--- config.mk ---
export PLATFORM = sky130hd
export DESIGN_NAME = periodic_task_scheduler_unit
export DESIGN_NICKNAME = d
export VERILOG_FILES = /design/src/hdl/pts_pkg.sv /design/src/hdl/pts_ram.sv /design/src/hdl/pts_slot_engine.sv /design/src/hdl/pts_result_reg.sv /design/src/hdl/periodic_task_scheduler_unit.sv
export SDC_FILE = /design/constraint.sdc
export NUM_CORES = 1
export LEC_CHECK = 0
export BUFFER_PORTS_ARGS = -buffer_cell sky130_fd_sc_hd__buf_2
export CELL_PAD_IN_SITES_DETAIL_PLACEMENT = 0
export CELL_PAD_IN_SITES_GLOBAL_PLACEMENT = 1
export CORE_UTILIZATION = 35
export DETAILED_ROUTE_END_ITERATION = 12
export GPL_ROUTABILITY_DRIVEN = 0
export GPL_TIMING_DRIVEN = 0
export PLACE_DENSITY_LB_ADDON = 0.1
export SETUP_SLACK_MARGIN = 0.02
export SLEW_MARGIN = 0
export SYNTH_ARGS = -nofsm -noshare
export SYNTH_HDL_FRONTEND = slang
export SYNTH_SLANG_ARGS = --single-unit
--- constraint.sdc ---
create_clock -name clk -period 7.7 [get_ports clk]
set_clock_uncertainty 0.1 [all_clocks]
set_input_delay 1.155 -clock clk [delete_from_list [all_inputs] [get_ports clk]]
set_output_delay 1.155 -clock clk [all_outputs]
set_load 0.01 [all_outputs]
--- src/hdl/pts_pkg.sv ---
// Shared types, codes and constants of the periodic task scheduler.
package pts_pkg;

	// Field widths of the item ports.
	localparam int ACTION_W   = 3;
	localparam int ID_W       = 8;
	localparam int PERIOD_W   = 16;
	localparam int KIND_W     = 2;
	localparam int STATUS_W   = 2;
	localparam int SLOT_OUT_W = 4;
	localparam int DIVIDE_W   = 16;

	// A dispatch fires at most this many tasks; the counter holds the limit itself.
	localparam int RESULT_LIMIT = 16;
	localparam int FIRED_CNT_W  = $clog2(RESULT_LIMIT + 1);

	// Reset value of the tick divide register.
	localparam logic [DIVIDE_W-1:0] DEFAULT_TICK_DIVIDE = 16'd392;

	// Action codes of an input item.
	localparam logic [ACTION_W-1:0] ACT_ADD      = 3'd0;
	localparam logic [ACTION_W-1:0] ACT_DELETE   = 3'd1;
	localparam logic [ACTION_W-1:0] ACT_QUERY    = 3'd2;
	localparam logic [ACTION_W-1:0] ACT_OVERFLOW = 3'd3;
	localparam logic [ACTION_W-1:0] ACT_DISPATCH = 3'd4;

	// Result kinds.
	localparam logic [KIND_W-1:0] KIND_ADD_ACK    = 2'd0;
	localparam logic [KIND_W-1:0] KIND_DELETE_ACK = 2'd1;
	localparam logic [KIND_W-1:0] KIND_STATUS     = 2'd2;
	localparam logic [KIND_W-1:0] KIND_FIRED      = 2'd3;

	// Reported status codes.
	localparam logic [STATUS_W-1:0] STATUS_RUNNABLE  = 2'd0;
	localparam logic [STATUS_W-1:0] STATUS_STOPPED   = 2'd1;
	localparam logic [STATUS_W-1:0] STATUS_NOT_FOUND = 2'd2;

	// Sequencer states.
	typedef enum logic [1:0] {
		ST_IDLE,
		ST_SCAN,
		ST_FINISH
	} sched_state_t;

	// One slot as held in the slot memory.
	typedef struct packed {
		logic [ID_W-1:0]     task_id;
		logic [PERIOD_W-1:0] period;
		logic [PERIOD_W-1:0] countdown;
	} slot_entry_t;

	localparam int ENTRY_W = $bits(slot_entry_t);

	// One result item without its end-of-run mark.
	typedef struct packed {
		logic [KIND_W-1:0]     kind;
		logic                  success;
		logic [STATUS_W-1:0]   status;
		logic [ID_W-1:0]       fired_id;
		logic [SLOT_OUT_W-1:0] slot;
	} result_t;

	// Hand-over of a result from the slot engine to the output register.
	typedef struct packed {
		logic    valid;
		logic    last;
		result_t result;
	} push_t;

endpackage

--- src/hdl/pts_ram.sv ---
// Generic single-port-write, single-port-read RAM with registered read data.
module pts_ram #(
	parameter int WIDTH = 8,
	parameter int DEPTH = 16
) (
	input  logic                                   clk,
	input  logic                                   wr_en,
	input  logic [(DEPTH > 1 ? $clog2(DEPTH) : 1)-1:0] wr_addr,
	input  logic [WIDTH-1:0]                       wr_data,
	input  logic                                   rd_en,
	input  logic [(DEPTH > 1 ? $clog2(DEPTH) : 1)-1:0] rd_addr,
	output logic [WIDTH-1:0]                       rd_data
);

	logic [WIDTH-1:0] mem [DEPTH];

	// Write port and registered read port; read data holds while rd_en is low.
	always_ff @(posedge clk) begin
		if (wr_en) begin
			mem[wr_addr] <= wr_data;
		end
		if (rd_en) begin
			rd_data <= mem[rd_addr];
		end
	end

endmodule

--- src/hdl/pts_slot_engine.sv ---
// Slot engine: scans slot memory one slot a cycle, unless stalled, for scan actions.
module pts_slot_engine #(
	parameter int SLOT_COUNT = 16
) (
	input  logic                              clk,
	input  logic                              arst_n,
	input  logic                              in_valid,
	output logic                              in_stall,
	input  logic [pts_pkg::ACTION_W-1:0]      action,
	input  logic [pts_pkg::ID_W-1:0]          task_id,
	input  logic [pts_pkg::PERIOD_W-1:0]      task_period,
	input  logic [pts_pkg::DIVIDE_W-1:0]      tick_divide,
	input  logic                              push_ready,
	output pts_pkg::push_t                    push
);

	localparam int AW = (SLOT_COUNT > 1) ? $clog2(SLOT_COUNT) : 1;
	localparam logic [AW-1:0] LAST_SLOT = AW'(SLOT_COUNT - 1);

	pts_pkg::sched_state_t state_q, state_d;

	// Latched command.
	logic [pts_pkg::ACTION_W-1:0] act_q;
	logic [pts_pkg::ID_W-1:0]     id_q;
	logic [pts_pkg::PERIOD_W-1:0] period_q;

	// Scan pipeline: issue stage and data stage.
	logic [AW-1:0] rd_idx_q;
	logic          issue_done_q;
	logic          s2_valid_q;
	logic [AW-1:0] s2_idx_q;

	// Per-slot marks in flip-flops: runnable, and written since reset.
	logic [SLOT_COUNT-1:0] runnable_q;
	logic [SLOT_COUNT-1:0] written_q;

	logic [pts_pkg::DIVIDE_W-1:0]    prescale_q;
	logic [pts_pkg::FIRED_CNT_W-1:0] fired_cnt_q;
	logic                            pend_valid_q;
	pts_pkg::result_t                pend_q;

	// Memory interface.
	logic                  rd_en;
	logic                  wr_en;
	logic [pts_pkg::ENTRY_W-1:0] rd_data;
	pts_pkg::slot_entry_t  rd_entry;
	pts_pkg::slot_entry_t  eff;
	pts_pkg::slot_entry_t  wr_entry;

	// Command acceptance and prescaler.
	logic                          in_accept;
	logic                          start_scan;
	logic [pts_pkg::DIVIDE_W-1:0]  limit;
	logic [pts_pkg::DIVIDE_W:0]    prescale_next;
	logic                          tick_fire;

	// Data stage decisions.
	logic                          run_s2;
	logic                          last_s2;
	logic                          due;
	logic                          hold;
	logic                          proc;
	logic                          hit;
	logic                          term;
	logic                          issue;
	logic                          pend_load;
	pts_pkg::result_t              pend_d;
	logic                          set_run;
	logic                          clr_run;
	logic                          fired_inc;
	logic [AW+pts_pkg::SLOT_OUT_W-1:0] slot_ext;
	logic [pts_pkg::SLOT_OUT_W-1:0]    slot4;

	pts_ram #(
		.WIDTH (pts_pkg::ENTRY_W),
		.DEPTH (SLOT_COUNT)
	) u_slot_ram (
		.clk     (clk),
		.wr_en   (wr_en),
		.wr_addr (s2_idx_q),
		.wr_data (wr_entry),
		.rd_en   (rd_en),
		.rd_addr (rd_idx_q),
		.rd_data (rd_data)
	);

	assign rd_entry = pts_pkg::slot_entry_t'(rd_data);

	// A slot never written since reset reads as all zero.
	assign eff = written_q[s2_idx_q] ? rd_entry : '0;

	assign in_stall  = (state_q != pts_pkg::ST_IDLE);
	assign in_accept = in_valid && !in_stall;

	// Prescaler: a divide of zero counts as one.
	assign limit         = (tick_divide == '0) ? 16'd1 : tick_divide;
	assign prescale_next = {1'b0, prescale_q} + 17'd1;
	assign tick_fire     = (prescale_next >= {1'b0, limit});

	// Actions that need a pass over the table.
	always_comb begin
		start_scan = 1'b0;
		unique case (action)
			pts_pkg::ACT_ADD,
			pts_pkg::ACT_DELETE,
			pts_pkg::ACT_QUERY,
			pts_pkg::ACT_DISPATCH: start_scan = 1'b1;
			pts_pkg::ACT_OVERFLOW: start_scan = tick_fire;
			default:               start_scan = 1'b0;
		endcase
	end

	assign run_s2   = runnable_q[s2_idx_q];
	assign last_s2  = (s2_idx_q == LAST_SLOT);
	assign slot_ext = {{pts_pkg::SLOT_OUT_W{1'b0}}, s2_idx_q};
	assign slot4    = slot_ext[pts_pkg::SLOT_OUT_W-1:0];
	assign due      = run_s2 && (eff.countdown == '0)
		&& (fired_cnt_q < pts_pkg::FIRED_CNT_W'(pts_pkg::RESULT_LIMIT));

	// A due slot whose predecessor result cannot leave stalls the whole scan.
	assign hold = s2_valid_q && (act_q == pts_pkg::ACT_DISPATCH) && due
		&& pend_valid_q && !push_ready;
	assign proc = s2_valid_q && !hold;

	// Per-slot work of the data stage.
	always_comb begin
		hit       = 1'b0;
		wr_en     = 1'b0;
		wr_entry  = eff;
		pend_load = 1'b0;
		pend_d    = '0;
		set_run   = 1'b0;
		clr_run   = 1'b0;
		fired_inc = 1'b0;
		if (proc) begin
			unique case (act_q)
				pts_pkg::ACT_ADD: begin
					hit               = !run_s2;
					wr_en             = hit;
					wr_entry.task_id  = id_q;
					wr_entry.period   = period_q;
					wr_entry.countdown = period_q;
					set_run           = hit;
					pend_load         = hit || last_s2;
					pend_d.kind       = pts_pkg::KIND_ADD_ACK;
					pend_d.success    = hit;
					pend_d.status     = pts_pkg::STATUS_RUNNABLE;
					pend_d.slot       = hit ? slot4 : '0;
				end
				pts_pkg::ACT_DELETE: begin
					hit            = (eff.task_id == id_q);
					clr_run        = hit;
					pend_load      = hit || last_s2;
					pend_d.kind    = pts_pkg::KIND_DELETE_ACK;
					pend_d.success = hit;
					pend_d.status  = pts_pkg::STATUS_RUNNABLE;
					pend_d.slot    = hit ? slot4 : '0;
				end
				pts_pkg::ACT_QUERY: begin
					hit            = (eff.task_id == id_q);
					pend_load      = hit || last_s2;
					pend_d.kind    = pts_pkg::KIND_STATUS;
					pend_d.success = hit;
					if (!hit) begin
						pend_d.status = pts_pkg::STATUS_NOT_FOUND;
					end else if (run_s2) begin
						pend_d.status = pts_pkg::STATUS_RUNNABLE;
					end else begin
						pend_d.status = pts_pkg::STATUS_STOPPED;
					end
					pend_d.slot = hit ? slot4 : '0;
				end
				pts_pkg::ACT_OVERFLOW: begin
					wr_en              = run_s2 && (eff.countdown != '0);
					wr_entry.countdown = eff.countdown - 16'd1;
				end
				pts_pkg::ACT_DISPATCH: begin
					wr_en              = due;
					wr_entry.countdown = eff.period;
					pend_load          = due;
					pend_d.kind        = pts_pkg::KIND_FIRED;
					pend_d.success     = 1'b1;
					pend_d.status      = pts_pkg::STATUS_RUNNABLE;
					pend_d.fired_id    = eff.task_id;
					pend_d.slot        = slot4;
					fired_inc          = due;
				end
				default: begin
					hit = 1'b0;
				end
			endcase
		end
	end

	assign term  = proc && (hit || last_s2);
	assign issue = (state_q == pts_pkg::ST_SCAN) && !issue_done_q && !hold && !term;
	assign rd_en = issue;

	// Next state.
	always_comb begin
		state_d = state_q;
		unique case (state_q)
			pts_pkg::ST_IDLE: begin
				if (in_accept && start_scan) begin
					state_d = pts_pkg::ST_SCAN;
				end
			end
			pts_pkg::ST_SCAN: begin
				if (term) begin
					state_d = pts_pkg::ST_FINISH;
				end
			end
			pts_pkg::ST_FINISH: begin
				if (!pend_valid_q || push_ready) begin
					state_d = pts_pkg::ST_IDLE;
				end
			end
			default: state_d = pts_pkg::ST_IDLE;
		endcase
	end

	// Result hand-over: earlier fired results during the scan, the held one at the end.
	always_comb begin
		push = '0;
		unique case (state_q)
			pts_pkg::ST_SCAN: begin
				push.valid  = proc && (act_q == pts_pkg::ACT_DISPATCH) && due && pend_valid_q;
				push.last   = 1'b0;
				push.result = pend_q;
			end
			pts_pkg::ST_FINISH: begin
				push.valid  = pend_valid_q && push_ready;
				push.last   = 1'b1;
				push.result = pend_q;
			end
			default: push = '0;
		endcase
	end

	// Control registers.
	always_ff @(posedge clk or negedge arst_n) begin
		if (!arst_n) begin
			state_q      <= pts_pkg::ST_IDLE;
			issue_done_q <= 1'b0;
			s2_valid_q   <= 1'b0;
			rd_idx_q     <= '0;
			s2_idx_q     <= '0;
			runnable_q   <= '0;
			written_q    <= '0;
			prescale_q   <= '0;
			fired_cnt_q  <= '0;
			pend_valid_q <= 1'b0;
		end else begin
			state_q <= state_d;
			if (in_accept) begin
				if (action == pts_pkg::ACT_OVERFLOW) begin
					prescale_q <= tick_fire ? '0 : prescale_next[pts_pkg::DIVIDE_W-1:0];
				end
				rd_idx_q     <= '0;
				issue_done_q <= 1'b0;
				s2_valid_q   <= 1'b0;
				fired_cnt_q  <= '0;
				pend_valid_q <= 1'b0;
			end else begin
				if (issue) begin
					s2_valid_q <= 1'b1;
					s2_idx_q   <= rd_idx_q;
					if (rd_idx_q == LAST_SLOT) begin
						issue_done_q <= 1'b1;
					end else begin
						rd_idx_q <= rd_idx_q + AW'(1);
					end
				end else if (!hold) begin
					s2_valid_q <= 1'b0;
				end
				if (term) begin
					issue_done_q <= 1'b1;
				end
				if (pend_load) begin
					pend_valid_q <= 1'b1;
				end else if (state_q == pts_pkg::ST_FINISH && push.valid) begin
					pend_valid_q <= 1'b0;
				end
				if (fired_inc) begin
					fired_cnt_q <= fired_cnt_q + pts_pkg::FIRED_CNT_W'(1);
				end
				if (set_run) begin
					runnable_q[s2_idx_q] <= 1'b1;
					written_q[s2_idx_q]  <= 1'b1;
				end
				if (clr_run) begin
					runnable_q[s2_idx_q] <= 1'b0;
				end
			end
		end
	end

	// Payload registers.
	always_ff @(posedge clk) begin
		if (in_accept) begin
			act_q    <= action;
			id_q     <= task_id;
			period_q <= task_period;
		end
		if (pend_load) begin
			pend_q <= pend_d;
		end
	end

endmodule

--- src/hdl/pts_result_reg.sv ---
// Output register that holds one result item until the receiver takes it.
module pts_result_reg (
	input  logic             clk,
	input  logic             arst_n,
	input  pts_pkg::push_t   push,
	output logic             push_ready,
	output logic             out_valid,
	input  logic             out_stall,
	output pts_pkg::result_t out_result,
	output logic             out_last
);

	logic             valid_q;
	pts_pkg::result_t result_q;
	logic             last_q;

	// Free when empty or when the held item leaves this cycle.
	assign push_ready = !valid_q || !out_stall;
	assign out_valid  = valid_q;
	assign out_result = result_q;
	assign out_last   = last_q;

	// Occupancy.
	always_ff @(posedge clk or negedge arst_n) begin
		if (!arst_n) begin
			valid_q <= 1'b0;
		end else if (push.valid) begin
			valid_q <= 1'b1;
		end else if (!out_stall) begin
			valid_q <= 1'b0;
		end
	end

	// Held item.
	always_ff @(posedge clk) begin
		if (push.valid) begin
			result_q <= push.result;
			last_q   <= push.last;
		end
	end

endmodule

--- src/hdl/periodic_task_scheduler_unit.sv ---
// Top level of the periodic task scheduler: configuration register, slot engine, output register.
//
// Every add, delete, query, dispatch and tick-completing timer overflow walks the slot table
// in slot order, one slot per cycle unless a dispatch is stalled, through the single read port
// of the slot memory, whose read data is registered; the final result is handed over from a
// finish state. Add, delete and query stop at the first hit. A timer overflow that does not
// complete a tick, and an undefined action code, do not walk the table. A dispatch walk
// stalls while the output is stalled and a further due task is found. No new item is taken
// until the current one has handed over its last result. The runnable and written marks sit
// in flip-flops cleared at reset, so the block is ready straight out of reset with no clearing
// pass. tick_divide should only be written while the block is idle.
module periodic_task_scheduler_unit #(
	parameter int SLOT_COUNT = 16
) (
	input  logic                               clk,
	input  logic                               arst_n,
	input  logic                               cfg_valid,
	output logic                               cfg_ready,
	input  logic [pts_pkg::DIVIDE_W-1:0]       cfg_data,
	input  logic                               in_valid,
	output logic                               in_stall,
	input  logic [pts_pkg::ACTION_W-1:0]       action,
	input  logic [pts_pkg::ID_W-1:0]           task_id,
	input  logic [pts_pkg::PERIOD_W-1:0]       task_period,
	output logic                               out_valid,
	input  logic                               out_stall,
	output logic [pts_pkg::KIND_W-1:0]         result_kind,
	output logic                               success,
	output logic [pts_pkg::STATUS_W-1:0]       reported_status,
	output logic [pts_pkg::ID_W-1:0]           fired_task_id,
	output logic [pts_pkg::SLOT_OUT_W-1:0]     slot_index,
	output logic                               last_of_run
);

	logic [pts_pkg::DIVIDE_W-1:0] tick_divide_q;
	pts_pkg::push_t               push;
	logic                         push_ready;
	pts_pkg::result_t             out_result;

	// The tick divide register takes a write in any cycle.
	assign cfg_ready = 1'b1;

	always_ff @(posedge clk or negedge arst_n) begin
		if (!arst_n) begin
			tick_divide_q <= pts_pkg::DEFAULT_TICK_DIVIDE;
		end else if (cfg_valid && cfg_ready) begin
			tick_divide_q <= cfg_data;
		end
	end

	pts_slot_engine #(
		.SLOT_COUNT (SLOT_COUNT)
	) u_engine (
		.clk         (clk),
		.arst_n      (arst_n),
		.in_valid    (in_valid),
		.in_stall    (in_stall),
		.action      (action),
		.task_id     (task_id),
		.task_period (task_period),
		.tick_divide (tick_divide_q),
		.push_ready  (push_ready),
		.push        (push)
	);

	pts_result_reg u_result (
		.clk        (clk),
		.arst_n     (arst_n),
		.push       (push),
		.push_ready (push_ready),
		.out_valid  (out_valid),
		.out_stall  (out_stall),
		.out_result (out_result),
		.out_last   (last_of_run)
	);

	// Spread the held result over the field ports.
	assign result_kind     = out_result.kind;
	assign success         = out_result.success;
	assign reported_status = out_result.status;
	assign fired_task_id   = out_result.fired_id;
	assign slot_index      = out_result.slot;

endmodule
==> reports/results.ini, run 1 <==
[outcome]
outcome=finished, final reports clean

[timing]
period_needed_ns=6.73
fin_setup_tns_ns=0
slew-limit-headroom_pct=4.47
hold_viol=0
fmax_ghz=0.149
rsz0062_at_grt=false
setup_violations=0
worst_slew_pin_slew_ns=1.43
finalCritPeriodShare_pct=87.4
drv_slew=0

[clocking]
ctsResizeCount=0
cts_tree=yes
cts_buffers=91
clk_path_buf_depth=3
ctsRootBufferMaster=clkbuf_16
post_cts_buffers=0
ctsHoldBuffers=0
clkLatencyLatePin_ns=0.66
h-tree-depth=3
path_clk_slew_ns=0.06
clock_sinks=825

[detailed_routing]
wl_mm=93.3
ant_nets=0
vias=18200
drt_iter0_markers=1480
first_pass_iters=6
drc=0
wl_per_cell_um=27.8
via_per_inst=5.42

[logic_synthesis]
synth_top_flop_cell=edfxtp_1
synth_edf_count=742
syn_inst=1797
async_flop_share_pct=10.1
yosysWarnings=0
yosysSeqAreaShare_pct=72.9
synth.distinct_cells=81
synthesis.nets=1871
synth_seq_cells=825
syn-cell-area_sq_mm=0.0334
avgSynthCellArea_sq_um=18.6

[final_layout]
fin_area_sq_mm=0.0392
final_cell_mix=742 x edfxtp_1, 201 x mux4_2, 119 x nand2_1
layout.nets=2102
syn2layout_area_growth_pct=17.3
diodes=0
layout_commonest_cell=edfxtp_1
fin_util_pct=41.7
drive_gt1_share_pct=24.6

[die]
ios=69
rows=112
start_util_pct=35.6
fp.coreArea_sq_mm=0.0939
dieArea_sq_mm=0.0967
die_h_um=311
die_x_um=311

[worst_setup_path]
cp_max_fo=16
arrival_ns=6.95
crit_path_end_kind=flip-flop
required_ns=7.92
startpoint_type=flip-flop
critPathKind=reg2reg

[power_and_ir_drop]
power_density_mw_per_mm2=349
p_int_w=0.00943
seqPwrFrac_pct=43.8
p_comb_share_pct=25.9
pwr-share-clk_pct=30.4
p_leak_nw=13.1
peakVddDrop_uv=226
p_switching_w=0.00426
swShare_pct=31.1

[global_route]
grt_use_met2_pct=30.9
use_met3_pct=3.95
grt_pass1_vias=18700
grt_usage_pct=19.5
grt_most_used_layer=met2
antenna_found_initial=1
grt_max_degree=54
grt-ovfl-total=0
use_met1_pct=27.7
grt_pass1_wl_mm=135

[flow_run]
drv_cap=0

[place]
port_buffers=67
place_area_sq_mm=0.0363
dp_hpwl_mm=60.9

[hold_path]
hold_class=in2async

-- registers in the layout, summed over array words and instances, names as in the netlist, 2 cells and up, named ones only --
signal                       flops
u_engine.id_q                    8
u_engine.fired_cnt_q             5
u_engine.s2_idx_q                4
u_engine.u_slot_ram.rd_data     40
u_engine.act_q                   3
u_engine.pend_q                 17
u_engine.state_q                 2
u_engine.prescale_q             16
u_engine.period_q               16
u_engine.rd_idx_q                4
u_engine.written_q              16
u_engine.u_slot_ram.mem        640
u_result.out_result             17
tick_divide_q                   16
-- logic make-up (layout without fill, tap and decap cells) --
kind of cell             count (synthesis)  count (layout)  synth area share (%)
flip-flops                             825             825                  72.9
AND/OR/NAND/NOR                        316             316                  4.55
AO/OA/AOI/OAI                          256             256                  4.96
multiplexers                           219             219                  14.4
buffers and inverters                  128             428                  1.52
adder cells (fa/ha/maj)                 26              26                 0.974
XOR/XNOR                                26              26                 0.682
other                                    1               1                0.0112
-- Yosys cell counts (7+ instances only) --
| master | instances | area [sq um] |
|---|---|---|
| a21o_1 | 14 | 105 |
| a21oi_1 | 43 | 215 |
| buf_1 | 15 | 56.3 |
| ha_1 | 26 | 325 |
| o21ai_1 | 14 | 70.1 |
| nand2b_1 | 12 | 75.1 |
| nand3_1 | 26 | 130 |
| a22o_1 | 7 | 61.3 |
| clkbuf_1 | 66 | 248 |
| buf_2 | 12 | 60.1 |
| o31ai_1 | 9 | 67.6 |
| and2_1 | 24 | 150 |
| xor2_1 | 10 | 87.6 |
| mux4_2 | 201 | 4530 |
| o21ai_0 | 93 | 465 |
| and3_1 | 19 | 119 |
| dfrtp_1 | 80 | 2000 |
| edfxtp_1 | 742 | 22300 |
| nand2_1 | 119 | 447 |
| xnor2_1 | 16 | 140 |
| nor3_1 | 18 | 90.1 |
| inv_1 | 33 | 124 |
| nor2b_1 | 7 | 43.8 |
| a222oi_1 | 8 | 80.1 |
| nor2_1 | 63 | 236 |
-- final cells by class --
class / instances / area [sq um]
Timing Repair Buffer: 138 / 1290
Clock inverter: 49 / 375
Multi-Input combinational cell: 844 / 8630
Sequential cell: 825 / 24400
Tap cell: 1254 / 1570
Inverter: 33 / 124
Fill cell: 8381 / 54700
Buffer: 95 / 384
Clock buffer: 113 / 2440
-- worst max-delay path, cell delays in order (launching register included) --
cell and delay [ns]:
dfrtp_1 0.39, clkbuf_1 0.45, nor2_1 0.12, a221oi_1 0.50, a22o_1 0.43, clkbuf_1 0.41
clkbuf_1 0.61, nand2_1 0.21, ha_1 0.36, inv_1 0.11, a2111o_1 0.15, o21ai_4 0.12
nor3_2 0.47, buf_2 0.41, clkbuf_1 0.57, nand2_1 0.32, o21ai_1 0.63
-- power by group through the flow --
stage | registers (W) | logic [W] | clock network (W)
after global placement | 0.00611 | 0.00343 | 0
after CTS | 0.00600 | 0.00358 | 0.00426
after floorplan | 0.00592 | 0.00231 | 0
after global routing | 0.00602 | 0.00384 | 0.00442
final | 0.00599 | 0.00354 | 0.00416
after detailed placement | 0.00609 | 0.00357 | 0
-- metrics by stage --
| stage | setup WS (ns) | std cells | hold WS [ns] | power [W] |
|---|---|---|---|---|
| floorplan | 1.16 | 1797 | 0.320 | 0.00823 |
| global placement | -5.14 | 3118 | 0.336 | 0.00954 |
| detailed placement | 0.919 | 3185 | 0.343 | 0.00966 |
| CTS | 0.914 | 3347 | 0.330 | 0.0138 |
| global route | 0.558 | 3351 | 0.357 | 0.0143 |
| finish | 0.970 | 3351 | 0.357 | 0.0137 |
-- path summary, 6_finish.rpt --
check | slack, ns | endpoint | start | cells past startpoint
worst max-delay path | 0.97 | u_engine.u_slot_ram.mem[7][32]$_DFFE_PP_ | u_engine.s2_idx_q[1]$_DFFE_PN0P_ | 16
worst min-delay path | 0.36 | async pin | arst_n | 1
worst max register to register | 0.97 | u_engine.u_slot_ram.mem[7][32]$_DFFE_PP_ | u_engine.s2_idx_q[1]$_DFFE_PN0P_ | 16
worst min register to register | 0.36 | u_engine.written_q[11]$_DFFE_PN0P_ | u_engine.written_q[11]$_DFFE_PN0P_ | 1
max in group asynchronous | 6.42 | tick_divide_q[3]$_DFFE_PN1P_ | arst_n | 2
min in group clk | 0.36 | u_engine.written_q[11]$_DFFE_PN0P_ | u_engine.written_q[11]$_DFFE_PN0P_ | 1
-- metal layers --
metal  part of all wire (%)  vias to the layer above  wire length [um]
li1                       -                     7766                 -
met1                     45                     9698             42000
met2                     47                      589             43900
met3                    5.9                      119              5510
met4                    2.0                        0              1860
met5                      0                        -                 0
(Power assumes the default switching activity.)
==> run 2: changes to the inputs <==
==> constraint.sdc (replaced) <==
create_clock -name clk -period 7.7 [get_ports clk]
set_clock_uncertainty 0.1 [all_clocks]
set_input_delay 0.77 -clock clk [delete_from_list [all_inputs] [get_ports clk]]
set_output_delay 0.77 -clock clk [all_outputs]
set_load 0.01 [all_outputs]
==> run 2 against run 1 <==
- worst setup slack worse by 0.085 ns
- utilization hardly changed
- flip-flop and latch count stayed put
- combinational power hardly changed
- highest routed layer unchanged
- critical endpoint unchanged
- via count is 0.26% lower
- final cell count hardly changed
- hold slack worse by 0.17 ns
==> reports/results.ini, run 2 (synthesized netlist as in run 1, its figures left out) <==
[timing]
finalCritPeriodShare_pct=88.5
fmax_ghz=0.147
period_needed_ns=6.82
timing.final.ws_setup_ns=0.884
hold_viol=0
rsz0062_at_grt=false
fin_setup_tns_ns=0
worst_slew_pin_slew_ns=1.45
setup_violations=0
drv_slew=0
slew-limit-headroom_pct=3.29

[die]
ios=69
die_x_um=311
die_h_um=311
rows=112
start_util_pct=35.6
dieArea_sq_mm=0.0967
fp.coreArea_sq_mm=0.0939

[worst_setup_path]
r2r_setup_slack_ns=0.88
r2r-end=u_engine.u_slot_ram.mem[7][32]$_DFFE_PP_
required_ns=7.91
r2r_cells=16
cp_slowest_cell=o21ai_1
startpoint=u_engine.s2_idx_q[1]$_DFFE_PN0P_
crit_path_cell_trace=clkbuf_1, nor2_1, a221oi_1, a22o_1, clkbuf_1, clkbuf_1, nand2_1, ha_1, inv_1, a2111o_1, o21ai_4, nor3_2, buf_2, clkbuf_1, nand2_1, o21ai_1
arrival_ns=7.03
slowest_delay_ns=0.62
startpoint_type=flip-flop
crit_path_end=u_engine.u_slot_ram.mem[7][32]$_DFFE_PP_
crit_path_end_kind=flip-flop
rr_startpoint=u_engine.s2_idx_q[1]$_DFFE_PN0P_
crit_top_cell=clkbuf_1
cp_max_fo=16
critPathKind=reg2reg

[power_and_ir_drop]
peakVddDrop_uv=223
power_density_mw_per_mm2=349
p_leak_nw=13.1
total_power_w=0.0137

[clocking]
clk_path_buf_depth=3
post_cts_buffers=0
clkLatencyLatePin_ns=0.66
ctsRootBufferMaster=clkbuf_16
cts_buffers=91
h-tree-depth=3
clock_sinks=825
path_clk_slew_ns=0.06
ctsResizeCount=0
cts_tree=yes

[detailed_routing]
wl_mm=93.3
wl_per_cell_um=27.8
via_per_inst=5.41
drc=0
drt_iter0_markers=1527
first_pass_iters=8
vias=18100
ant_nets=0

[final_layout]
reg_top3=u_engine.u_slot_ram.mem (640), u_engine.u_slot_ram.rd_data (40)
final_cell_mix=742 x edfxtp_1, 201 x mux4_2, 119 x nand2_1
layout.nets=2103
syn2layout_area_growth_pct=17.3
drive_gt1_share_pct=24.6
layout_commonest_cell=edfxtp_1
diodes=0
top_register=u_engine.u_slot_ram.mem
largest_reg_flops=640
fin_cells=3352

[place]
dp_slack_ns=0.919
port_buffers=67
dp_hpwl_mm=60.9
dp.cells=3185

[flow_run]
drv_cap=0

[hold_path]
holdPathStages=1
hold_class=in2reg

[global_route]
grt-ovfl-total=0
grt_max_degree=54
grt_pass1_wl_mm=135
antenna_found_initial=1
grt_usage_pct=19.5
grt_pass1_vias=18700

[outcome]
outcome=finished, final reports clean

-- run 2: repair_timing --
item,in CTS,in global routing
hold buffers,1,0
endpoints found under the hold margin,30,0
endpoints found under the setup margin,0,0
-- run 2: power breakdown --
part | leakage, nW | internal, W | switching (W) | total, W
Clock | 1.39 | 0.00238 | 0.00177 | 0.00415
Combinational | 3.75 | 0.00134 | 0.00220 | 0.00354
Sequential | 7.96 | 0.00571 | 0.000278 | 0.00599
-- run 2: layout make-up --
| type | count | area, sq um |
|---|---|---|
| fillers | 8380 | 54700 |
| flip-flops and latches | 825 | 24400 |
| multi-input cells | 844 | 8630 |
| clock buffers | 113 | 2440 |
| well taps | 1254 | 1570 |
| repair buffers | 139 | 1300 |
| plain buffers | 95 | 384 |
| clock inverters | 49 | 375 |
| inverters | 33 | 124 |
-- run 2: layer usage --
metal / vias up / track usage, % / part of all wire (%)
met3: 117 / 3.95 / 5.9
met4: 0 / 4.46 / 2.0
met1: 9638 / 27.7 / 45
li1: 7768 / - / -
met2: 601 / 30.9 / 47
met5: - / 0 / 0
-- run 2: how the worst min path moves through the flow --
stage                                       start                                 end  slack (ns)
2_1_floorplan  u_engine.written_q[11]$_DFFE_PN0P_  u_engine.written_q[11]$_DFFE_PN0P_        0.32
3_3_place_gp   u_engine.written_q[15]$_DFFE_PN0P_  u_engine.written_q[15]$_DFFE_PN0P_        0.34
3_5_place_dp   u_engine.written_q[14]$_DFFE_PN0P_  u_engine.written_q[14]$_DFFE_PN0P_        0.34
4_1_cts                            task_period[7]      u_engine.period_q[7]$_DFFE_PP_        0.14
5_1_grt                           task_period[15]     u_engine.period_q[15]$_DFFE_PP_        0.15
6_report                          task_period[15]     u_engine.period_q[15]$_DFFE_PP_        0.19
-- run 2: critical path: cells and delay by family (launching register included) --
| family | cells | cell delay, ns |
|---|---|---|
| compound gates | 5 | 1.83 |
| fa+ha+maj | 1 | 0.35 |
| buf+inv | 6 | 2.58 |
| flops | 1 | 0.39 |
| simple gates | 4 | 1.18 |
-- run 2: per-stage QoR --
stage | util [%] | instance area, sq um | hold slack, ns
5_1_grt | 41.7 | 39200 | 0.153
6_report | 41.7 | 39200 | 0.188
2_1_floorplan | - | 33400 | 0.320
4_1_cts | 41.7 | 39200 | 0.145
3_5_place_dp | 38.7 | 36300 | 0.343
3_3_place_gp | 37.6 | 35300 | 0.336
